--- src/hw/rtl/cdq_pkg.sv ---
package cdq_pkg;

  // request codes
  localparam logic [1:0] ACT_PUSH_FRONT = 2'd0;
  localparam logic [1:0] ACT_PUSH_REAR  = 2'd1;
  localparam logic [1:0] ACT_POP_FRONT  = 2'd2;
  localparam logic [1:0] ACT_POP_REAR   = 2'd3;

  // status codes
  localparam logic [1:0] ST_DONE      = 2'd0;
  localparam logic [1:0] ST_PUSH_FULL = 2'd1;
  localparam logic [1:0] ST_POP_EMPTY = 2'd2;

  localparam int unsigned WORD_W = 32;

  typedef enum logic [1:0] {
    CDQ_IDLE,
    CDQ_EXEC,
    CDQ_RESP
  } cdq_state_t;

  // controller to datapath
  typedef struct packed {
    logic latch;    // capture request fields
    logic exec;     // update indexes, touch one slot
    logic respond;  // drive result strobe
  } cdq_cmd_t;

endpackage

--- src/hw/rtl/cdq_ctrl.sv ---
module cdq_ctrl (
  input  logic              clk,
  input  logic              rst_n,
  input  logic              start,
  output logic              busy,
  output cdq_pkg::cdq_cmd_t cmd
);

  cdq_pkg::cdq_state_t state_r, state_nxt;

  always_ff @(posedge clk) begin
    if (!rst_n) begin
      state_r <= cdq_pkg::CDQ_IDLE;
    end else begin
      state_r <= state_nxt;
    end
  end

  always_comb begin
    state_nxt = state_r;
    case (state_r)
      cdq_pkg::CDQ_IDLE: begin
        if (start) state_nxt = cdq_pkg::CDQ_EXEC;
      end
      cdq_pkg::CDQ_EXEC: state_nxt = cdq_pkg::CDQ_RESP;
      cdq_pkg::CDQ_RESP: state_nxt = cdq_pkg::CDQ_IDLE;
      default:           state_nxt = cdq_pkg::CDQ_IDLE;
    endcase
  end

  always_comb begin
    cmd  = '0;
    busy = 1'b1;
    case (state_r)
      cdq_pkg::CDQ_IDLE: begin
        busy      = 1'b0;
        cmd.latch = start;
      end
      cdq_pkg::CDQ_EXEC: cmd.exec    = 1'b1;
      cdq_pkg::CDQ_RESP: cmd.respond = 1'b1;
      default:           busy        = 1'b1;
    endcase
  end

  // a request always yields its strobe after the update state
  a_resp_follows: assert property (@(posedge clk) disable iff (!rst_n)
    cmd.latch |-> ##2 cmd.respond)
    else $error("result strobe missing after request");

  a_one_cmd: assert property (@(posedge clk) disable iff (!rst_n)
    $onehot0({cmd.latch, cmd.exec, cmd.respond}))
    else $error("overlapping controller commands");

  a_busy_resp: assert property (@(posedge clk) disable iff (!rst_n)
    cmd.respond |-> busy)
    else $error("not busy while responding");

endmodule

--- src/hw/rtl/cdq_datapath.sv ---
module cdq_datapath #(
  parameter int unsigned DEPTH = 8
) (
  input  logic                          clk,
  input  logic                          rst_n,
  input  cdq_pkg::cdq_cmd_t             cmd,
  input  logic [1:0]                    in_action,
  input  logic signed [cdq_pkg::WORD_W-1:0] in_push_value,
  output logic signed [cdq_pkg::WORD_W-1:0] out_pop_value,
  output logic [1:0]                    out_status,
  output logic                          out_is_empty,
  output logic                          out_is_full
);

  localparam int unsigned IDX_W = (DEPTH > 1) ? $clog2(DEPTH) : 1;
  localparam logic [IDX_W-1:0] LAST = IDX_W'(DEPTH - 1);

  logic [cdq_pkg::WORD_W-1:0] mem [DEPTH];

  logic [1:0]                 act_r;
  logic [cdq_pkg::WORD_W-1:0] word_r;
  logic [IDX_W-1:0]           head_r, head_nxt;
  logic [IDX_W-1:0]           tail_r, tail_nxt;
  logic                       empty_r, empty_nxt;
  logic [1:0]                 status_r, status_nxt;
  logic                       pop_ok_r;
  logic [cdq_pkg::WORD_W-1:0] rd_data_r;

  logic             is_push, full, push_ok, pop_ok, front;
  logic [IDX_W-1:0] head_dn, tail_up, head_up, tail_dn;
  logic [IDX_W-1:0] wr_addr, rd_addr;

  always_comb begin
    head_up = (head_r == LAST) ? '0 : head_r + 1'b1;
    head_dn = (head_r == '0) ? LAST : head_r - 1'b1;
    tail_up = (tail_r == LAST) ? '0 : tail_r + 1'b1;
    tail_dn = (tail_r == '0) ? LAST : tail_r - 1'b1;
  end

  assign full    = !empty_r && (tail_up == head_r);
  assign is_push = (act_r == cdq_pkg::ACT_PUSH_FRONT) || (act_r == cdq_pkg::ACT_PUSH_REAR);
  assign front   = (act_r == cdq_pkg::ACT_PUSH_FRONT) || (act_r == cdq_pkg::ACT_POP_FRONT);
  assign push_ok = is_push && !full;
  assign pop_ok  = !is_push && !empty_r;

  always_comb begin
    head_nxt   = head_r;
    tail_nxt   = tail_r;
    empty_nxt  = empty_r;
    status_nxt = cdq_pkg::ST_DONE;
    wr_addr    = '0;
    rd_addr    = front ? head_r : tail_r;
    if (is_push) begin
      if (full) begin
        status_nxt = cdq_pkg::ST_PUSH_FULL;
      end else if (empty_r) begin
        head_nxt  = '0;
        tail_nxt  = '0;
        empty_nxt = 1'b0;
      end else if (front) begin
        head_nxt = head_dn;
        wr_addr  = head_dn;
      end else begin
        tail_nxt = tail_up;
        wr_addr  = tail_up;
      end
    end else begin
      if (empty_r) begin
        status_nxt = cdq_pkg::ST_POP_EMPTY;
      end else if (head_r == tail_r) begin
        head_nxt  = '0;
        tail_nxt  = '0;
        empty_nxt = 1'b1;
      end else if (front) begin
        head_nxt = head_up;
      end else begin
        tail_nxt = tail_dn;
      end
    end
  end

  always_ff @(posedge clk) begin
    if (!rst_n) begin
      head_r  <= '0;
      tail_r  <= '0;
      empty_r <= 1'b1;
    end else if (cmd.exec) begin
      head_r  <= head_nxt;
      tail_r  <= tail_nxt;
      empty_r <= empty_nxt;
    end
  end

  always_ff @(posedge clk) begin
    if (cmd.latch) begin
      act_r  <= in_action;
      word_r <= in_push_value;
    end
    if (cmd.exec) begin
      status_r <= status_nxt;
      pop_ok_r <= pop_ok;
    end
  end

  // slot store: at most one write or one registered read per request
  always_ff @(posedge clk) begin
    if (cmd.exec && push_ok) begin
      mem[wr_addr] <= word_r;
    end
    if (cmd.exec && pop_ok) begin
      rd_data_r <= mem[rd_addr];
    end
  end

  assign out_pop_value = (cmd.respond && pop_ok_r) ? rd_data_r : '0;
  assign out_status    = status_r;
  assign out_is_empty  = empty_r;
  assign out_is_full   = full;

  a_empty_idx: assert property (@(posedge clk) disable iff (!rst_n)
    empty_r |-> (head_r == '0) && (tail_r == '0))
    else $error("empty with indexes off slot zero");

  a_refused_empty: assert property (@(posedge clk) disable iff (!rst_n)
    (cmd.respond && status_r == cdq_pkg::ST_POP_EMPTY) |-> empty_r)
    else $error("pop refused while words held");

  a_refused_full: assert property (@(posedge clk) disable iff (!rst_n)
    (cmd.respond && status_r == cdq_pkg::ST_PUSH_FULL) |-> full)
    else $error("push refused while space left");

  a_push_fills: assert property (@(posedge clk) disable iff (!rst_n)
    (cmd.exec && push_ok) |=> !empty_r)
    else $error("empty after accepted push");

endmodule

--- src/hw/rtl/circular_deque_top.sv ---
// Double-ended queue over a circular slot store of DEPTH words.
// A request taken at a start edge gives its result strobe after the update state.
// A new request is taken only while idle; busy spans the update cycle, in which
// the store is written or read at most once, then the response with registered data.
// Reset (rst_n, synchronous, low): deque empty, both indexes at slot zero; slot
// contents are left as they are. The receiver cannot stall: out_valid lasts one cycle.
module circular_deque_top #(
  parameter int unsigned DEPTH = 8
) (
  input  logic                              clk,
  input  logic                              rst_n,
  input  logic                              start,
  output logic                              busy,
  input  logic [1:0]                        in_action,
  input  logic signed [cdq_pkg::WORD_W-1:0] in_push_value,
  output logic                              out_valid,
  output logic signed [cdq_pkg::WORD_W-1:0] out_pop_value,
  output logic [1:0]                        out_status,
  output logic                              out_is_empty,
  output logic                              out_is_full
);

  cdq_pkg::cdq_cmd_t cmd;

  // sequencer: idle -> update -> respond
  cdq_ctrl u_ctrl (
    .clk   (clk),
    .rst_n (rst_n),
    .start (start),
    .busy  (busy),
    .cmd   (cmd)
  );

  // indexes, empty flag and the slot store
  cdq_datapath #(
    .DEPTH (DEPTH)
  ) u_dp (
    .clk           (clk),
    .rst_n         (rst_n),
    .cmd           (cmd),
    .in_action     (in_action),
    .in_push_value (in_push_value),
    .out_pop_value (out_pop_value),
    .out_status    (out_status),
    .out_is_empty  (out_is_empty),
    .out_is_full   (out_is_full)
  );

  // one strobe per request
  assign out_valid = cmd.respond;

endmodule
--- config.mk ---
export PLATFORM = sky130hd
export DESIGN_NAME = circular_deque_top
export DESIGN_NICKNAME = d
export VERILOG_FILES = /design/src/hw/rtl/cdq_pkg.sv /design/src/hw/rtl/cdq_ctrl.sv /design/src/hw/rtl/cdq_datapath.sv /design/src/hw/rtl/circular_deque_top.sv
export SDC_FILE = /design/constraint.sdc
export NUM_CORES = 1
export LEC_CHECK = 0
export BUFFER_PORTS_ARGS = -buffer_cell sky130_fd_sc_hd__buf_2
export CORE_MARGIN = 2
export CORE_UTILIZATION = 45
export CTS_CLUSTER_SIZE = 16
export DETAILED_ROUTE_END_ITERATION = 7
export PLACE_DENSITY = 0.7
export SETUP_SLACK_MARGIN = 0.4
export SYNTH_ARGS = -nofsm -noshare
export SYNTH_HDL_FRONTEND = slang
export SYNTH_SLANG_ARGS = --single-unit
--- constraint.sdc ---
create_clock -name clk -period 7.7 [get_ports clk]
set_input_delay 0.77 -clock clk [delete_from_list [all_inputs] [get_ports clk]]
set_output_delay 0.77 -clock clk [all_outputs]
set_load 0.01 [all_outputs]
After elaboration in Yosys (flattened, before gate mapping)
Memories as Yosys holds them, arrays and structs flattened. A register that Yosys moved wholly into a read port is not among the register bits.
Cells that the tools add are included.
Widths: inputs -> output; s select.
{"block": "classes", "addsub": 4, "mul": 0, "div_mod_pow": 0, "magnitude_cmp": 0, "n_eq_ne": 14, "n_shift": 0, "muxes": 39, "bitwise": 0, "reduce_logical": 19}
{"cell": "$mux 3", "count": 23}
{"cell": "$mux 32", "count": 1}
{"cell": "$mux 1", "count": 11}
{"cell": "$reduce_and 5->1", "count": 2}
{"cell": "$ne 3x2->1 const B", "count": 3}
{"cell": "$add 3x1->3 const B", "count": 2}
{"cell": "$eq 3x3->1", "count": 2}
{"cell": "$eq 3x3->1 const B", "count": 2}
{"cell": "$logic_and 1x1->1", "count": 6}
{"cell": "$logic_not 3->1", "count": 2}
{"cell": "$mux 2", "count": 3}
{"cell": "$ne 2x2->1 const B", "count": 3}
{"cell": "$sub 3x1->3 const B", "count": 2}
{"cell": "$eq 2x1->1 const B", "count": 2}
{"cell": "$eq 2x2->1 const B", "count": 2}
{"cell": "$logic_not 2->1", "count": 2}
{"cell": "$pmux 2 s2", "count": 1}
{"cell": "$logic_not 1->1", "count": 3}
{"cell": "$reduce_bool 3->1", "count": 1}
{"cell": "$logic_or 1x1->1", "count": 2}
{"cell": "$reduce_and 2->1", "count": 1}
{"block": "totals", "reg_bits": 46, "latch_bits": 0, "ramBits": 256, "romBits": 0, "inputBits": 37, "output_inout_bits": 38, "mem_count": 1}
{"name": "u_dp.mem", "depth": 8, "width": 32, "read_ports": 1, "rd_clocked_by_memory_dff": 1, "write_ports": 1, "line": "cdq_datapath.sv:18", "source": "logic [cdq_pkg::WORD_W-1:0] mem [DEPTH];"}

Longest topological paths before layout
{"block": "logic_depth", "depth_word": 9, "depth_mapped": 9}

By module
Synthesis repeated with hierarchy kept, for this count alone.
{"block": "unflattened", "hier_cells": 891, "hier_area_um2": 13908.3}
{"module": "cdq_datapath", "instances": 1, "cells_each": 882, "area_each_um2": 13807.0, "seq_area_each_um2": 9899.5}
{"module": "cdq_ctrl", "instances": 1, "cells_each": 9, "area_each_um2": 101.3, "seq_area_each_um2": 40.0}

Worst setup path after synthesis
Ideal clock, no wire load.
{"block": "synth_timing", "path_kind": "register -> register", "startpoint": "register u_dp.tail_r[0]", "endpoint": "memory u_dp.mem[2][0] (netlist bit) (enable)", "arrival_ns": 4.866, "t_required_ns": 7.198, "slack_ns": 2.332, "path_stages_with_launch": 10, "period_less_slack_ns": 5.368, "cell_sequence": "dfxtp_1 buf_4 buf_2 clkbuf_1 inv_1 ha_1 xnor2_1 o211ai_1 a21oi_1 nor4_1"}
{"block": "synth_via", "elab_chain_cells": 9, "elab_cells_between_ends": 14, "cone_classes": "1 x add/sub; 2 x eq/ne; 7 x mux; 4 x reduce/logical"}
{"element": "start: declaration", "line": "cdq_datapath.sv:23", "source": "logic [IDX_W-1:0] tail_r, tail_nxt;"}
{"element": "start signal: assignment", "line": "cdq_datapath.sv:89", "source": "tail_r <= tail_nxt;"}
{"element": "$add 3x1->3 / $eq 3x3->1 (equally long branches)", "line": "cdq_datapath.sv:36", "source": "tail_up = (tail_r == LAST) ? '0 : tail_r + 1'b1;"}
{"element": "$mux 3 *", "line": "cdq_datapath.sv:36"}
{"element": "$eq 3x3->1", "line": "cdq_datapath.sv:40", "source": "assign full = !empty_r && (tail_up == head_r);"}
{"element": "$logic_and 1x1->1", "line": "cdq_datapath.sv:40"}
{"element": "$logic_not 1->1", "line": "cdq_datapath.sv:43", "source": "assign push_ok = is_push && !full;"}
{"element": "$logic_and 1x1->1", "line": "cdq_datapath.sv:43"}
{"element": "$logic_and 1x1->1", "line": "cdq_datapath.sv:107", "source": "if (cmd.exec && push_ok) begin"}
{"element": "$mux 1", "line": "cdq_datapath.sv:107"}
{"element": "$mux 1 (not written as such)", "line": "cdq_datapath.sv:108", "source": "mem[wr_addr] <= word_r;"}
{"element": "end: declaration", "line": "cdq_datapath.sv:18"}
Every way passes the cells marked *; elsewhere a longest branch is shown, timed or not.

Worst setup path after layout
{"block": "layout_timing", "startpoint": "register u_dp.tail_r[0]", "endpoint": "memory u_dp.mem[7][21] (netlist bit) (enable)"}
Same word-level chain as after synthesis.

==> results.md <==
- Global routing finished with a remaining overflow of 0.
- The power density relative to cell area is 246 nW/um2.
- After synthesis the cells add up to 14100 um2.
- Among all flip-flop cells after synthesis, the most frequent one is edfxtp_1.
- The sort of element at the start of the critical path is a flip-flop.
- The critical path data required time is 7860 ps.
- The end of the worst register-to-register path is u_dp.mem[7][21].
- The cell that appears most often on the critical path is buf_4.
- The global-route wire length before repair is 47500 um.
- The final route contains 8233 vias.
- Input and output buffers added on the ports amount to 74.
- For this design, the sink count on the clock tree is 334.
- The critical path crosses 8 cells after its start point.
- Traced cell by cell, the critical path runs through buf_4 > inv_1 > ha_1 > xnor2_1 > o211ai_1 > nand4bb_1 > nor3_2 > buf_4.
- The synthesized instance count is 924.
- For hold timing, the worst endpoint is u_dp.word_r[1].
- Along the worst path, the maximum fanout reaches 74.
- The clock insertion delay at the later pin of the skew report is 520 ps.
- The distinct cell type count after synthesis is 46.
- Wires add up to 30400 um.
- The post-synthesis sequential element count is 334.
- The peak per-stage delay on the critical path is 920 ps.
- The post-cts resize count is 0.
- The number of pins with negative max-slew slack in the final report is 0.
- The class of the most critical hold timing path is input port to flip-flop.
- The worst setup skew after layout is 12.0 ps.
- At the pin with the least slew margin, the transition time is 1190 ps.
- The post-placement cell count is 1353.
- The largest total area in the synthesized netlist belongs to edfxtp_1.
- The number of clock buffers added by TritonCTS is 36.
- Headroom to the max-slew limit came out at 20.7%.
- Setup repair after global routing left no endpoint under its margin.
- The category of cells accounting for the largest share of critical-path delay is buffers and inverters.
- The worst register-to-register path has a depth of 8.
- The number of global-route vias before repair is 8395.
- The total leakage power is 5.41 nW.
- The worst setup path is captured at a flip-flop.
- The first routing iteration left 869 violations.
- TritonCTS built the clock tree.
- A synthesized cell averages 15.2 um2.
- The reg-to-reg startpoint is u_dp.tail_r[0].
- The clock slew at the register clock pins of the worst setup and hold paths is 70 ps.
- The time the final worst path needs with I/O delays and setup is 3980 ps.
- The ratio of cells with drive above 1 in the final layout is 20.8%.
- For this design, the CTS-stage hold fixing added 0 buffers.
- Of the post-synthesis cell area, the dominant cell type holds 69.4%.
- Dividing the detail-routed wire length by the instance count gives 21.5 um.
- The pin count of the biggest net entering global routing is 79.
- Across the run, the number of max-cap violations was 0.
- The initial core utilization is 45.8%.
- The arrival time of data at the critical path endpoint is 4140 ps.
- At the end of routability-driven placement, the weighted congestion stood at 0.830.
- During synthesis, Yosys emitted a total of 0 warnings.
- The CTS H-tree depth is 2.
- The number of failing hold endpoints at the final stage is 0.
- The synthesized design contains 325 enable-type register cells.
- Counting both buffers and inverters, the worst setup path holds a total of 3.
- The horizontal die dimension is 181 um.
- In the routed design, unresolved DRC markers number 0.
- Compared with the post-synthesis result, the final layout area differs by 13.7%.
- After routing, the total negative slack on setup checks comes to 0 ps.
- Counting along the longest clock path gives a buffer depth of 3.
- The HPWL after detailed placement is 17200 um.
- The flow ran to the end, and the final reports show no timing, DRC or antenna violations.
- Setup violations remaining at the end of the flow were counted as 0.
- The slowest library cell on the worst path is nor3_2.
- The clock root buffer master is clkbuf_16.
- 0 antenna diodes ended up in the layout.
- The final layout contains 1040 nets.
- The global-route total usage across every layer is 18.6%.
- The length of the first detailed-routing pass in iterations is 5.
- Once the clock tree was built, the setup fixing pass inserted 0 buffers.
- Based on the critical path, the design can be clocked at up to 251 MHz.
- The net count after synthesis is 969.
- The slack of the worst reg-to-reg path is 3720 ps.
- The core outline area is 30700 um2.
- The post-detailed-route via-to-cell ratio is 5.82.
- Ranked by total cell area, the synthesized netlist is headed by edfxtp_1, mux4_2, nor2b_1.
- The number of rows created at floorplan is 64.
- The critical path start-end classification is flip-flop to flip-flop.
- The non-filler instance count after layout is 1415.
- Summing the sequential cell areas from Yosys gives 70.7% of the chip area.
- The remaining antenna violation count is 0.
- In this run the vertical extent of the chip is 181 um.
- The worst hold path begins at in_push_value[1].
- The area of the die is 32700 um2.
- The boundary pin count is 75.
- After synthesis, the share of flip-flops with an asynchronous set or reset is 0%.
- The initial antenna violation count is 0.
- In the finished design, the share of the clock period the worst path needs comes to 51.7%.
- The number of instances on the worst hold path is 1.
- The worst vdd rail ir drop is 0.000126 V.
## worst max-delay path by stage
stage | startpoint | endpoint | slack [ps]
finish | u_dp.tail_r[0] | u_dp.mem[7][21] | 3720
global route | u_dp.tail_r[0] | u_dp.mem[7][19] | 3470
CTS | u_dp.tail_r[0] | u_dp.mem[7][19] | 3670
detailed placement | u_dp.tail_r[0] | u_dp.mem[7][17] | 3690
global placement | u_dp.tail_r[0] | u_dp.mem[7][27] | 3840
floorplan | u_dp.tail_r[0] | u_dp.mem[2][0] | 2330
## per-layer routing
layer / vias up / global-route usage, % / share of wire, % / wire, um
met5: - / 0 / 0 / 0
met1: 4152 / 24.6 / 42 / 12700
li1: 3753 / - / - / -
met3: 53 / 3.45 / 6.2 / 1870
met4: 0 / 6.06 / 2.6 / 792
met2: 275 / 31.1 / 49 / 15000
## worst register-to-register path, cell delays in order (launching register included)
cell,delay (ps)
dfxtp_2,310
buf_4,600
inv_1,200
ha_1,410
xnor2_1,170
o211ai_1,170
nand4bb_1,330
nor3_2,920
buf_4,530
## where the power goes
part	internal (mW)	switching (mW)	total (mW)	leakage, nW
Clock	0.970	0.680	1.65	0.560
Sequential	2.03	0.0334	2.06	3.02
Combinational	0.0827	0.136	0.218	1.83
Total	3.08	0.849	3.93	5.41
## placed cells by master, fill, tap and decap left out, drive strengths merged, types with 6 or more instances in the layout
cell type	n
nor2	9
nor2b	69
o31ai	34
buf	100
a31oi	6
a21oi	36
clkbuf	44
o211ai	33
or2b	6
o21ai	66
inv	12
nand2	36
ha	8
nor3	41
clkinv	13
and3	34
edfxtp	325
dfxtp	9
o22ai	32
nand2b	30
mux4	32
## cells by family (layout without fill, tap and decap cells)
kind of cell / count (synthesis) / in the layout / share of synthesized area, %
DFF: 334 / 334 / 70.7
and+or+nand+nor: 238 / 238 / 9.52
AOI/OAI and AO/OA: 222 / 222 / 10.1
buffers and inverters: 77 / 172 / 2.93
muxes: 37 / 37 / 5.51
adders and majority gates: 8 / 8 / 0.712
xor gates and xnor gates: 8 / 8 / 0.499
## metrics by stage
step / setup slack (ps) / util (%) / hold WS (ps) / cell area [um2] / total power [mW]
floorplan: 2330 / - / 514 / 14100 / 2.25
CTS: 3670 / 52.1 / 408 / 16000 / 3.97
global placement: 3840 / 48.4 / 562 / 14900 / 2.31
finish: 3720 / 52.1 / 420 / 16000 / 3.93
global route: 3470 / 52.1 / 408 / 16000 / 4.06
detailed placement: 3690 / 48.4 / 575 / 14900 / 2.32
## cell usage after synthesis, drive strengths merged (2+ instances only)
library cell	instances
xnor2	5
o21ai	66
nor3	41
o41ai	2
clkbuf	38
a22oi	2
dfxtp	9
nand2b	30
xor2	3
nand2	36
edfxtp	325
a21oi	36
inv	10
or2b	6
nor2b	69
and3	34
mux2i	5
a31oi	6
or2	3
o211ai	33
mux4	32
nor2	9
nor4	5
ha	8
o22ai	32
a211oi	5
o31ai	34
and2	2
buf	29
## area by class of cell
class	count	area, um2
repair buffers	100	578
flip-flops and latches	334	9940
clock inverters	18	158
multi-input cells	513	3800
clock buffers	44	973
inverters	10	37.5
fillers	2472	14700
well taps	396	495
## state kept, by name, summed over array words and instances (netlist names)
signal / flops
u_dp.mem: 256
u_dp.word_r: 32
u_dp.head_r: 3
u_dp.act_r: 2
u_dp.out_is_empty: 1
u_dp.rd_data_r: 32
u_dp.out_status: 2
u_dp.tail_r: 3
u_dp.pop_ok_r: 1
u_ctrl.state_r: 2
(Power assumes the default switching activity.)
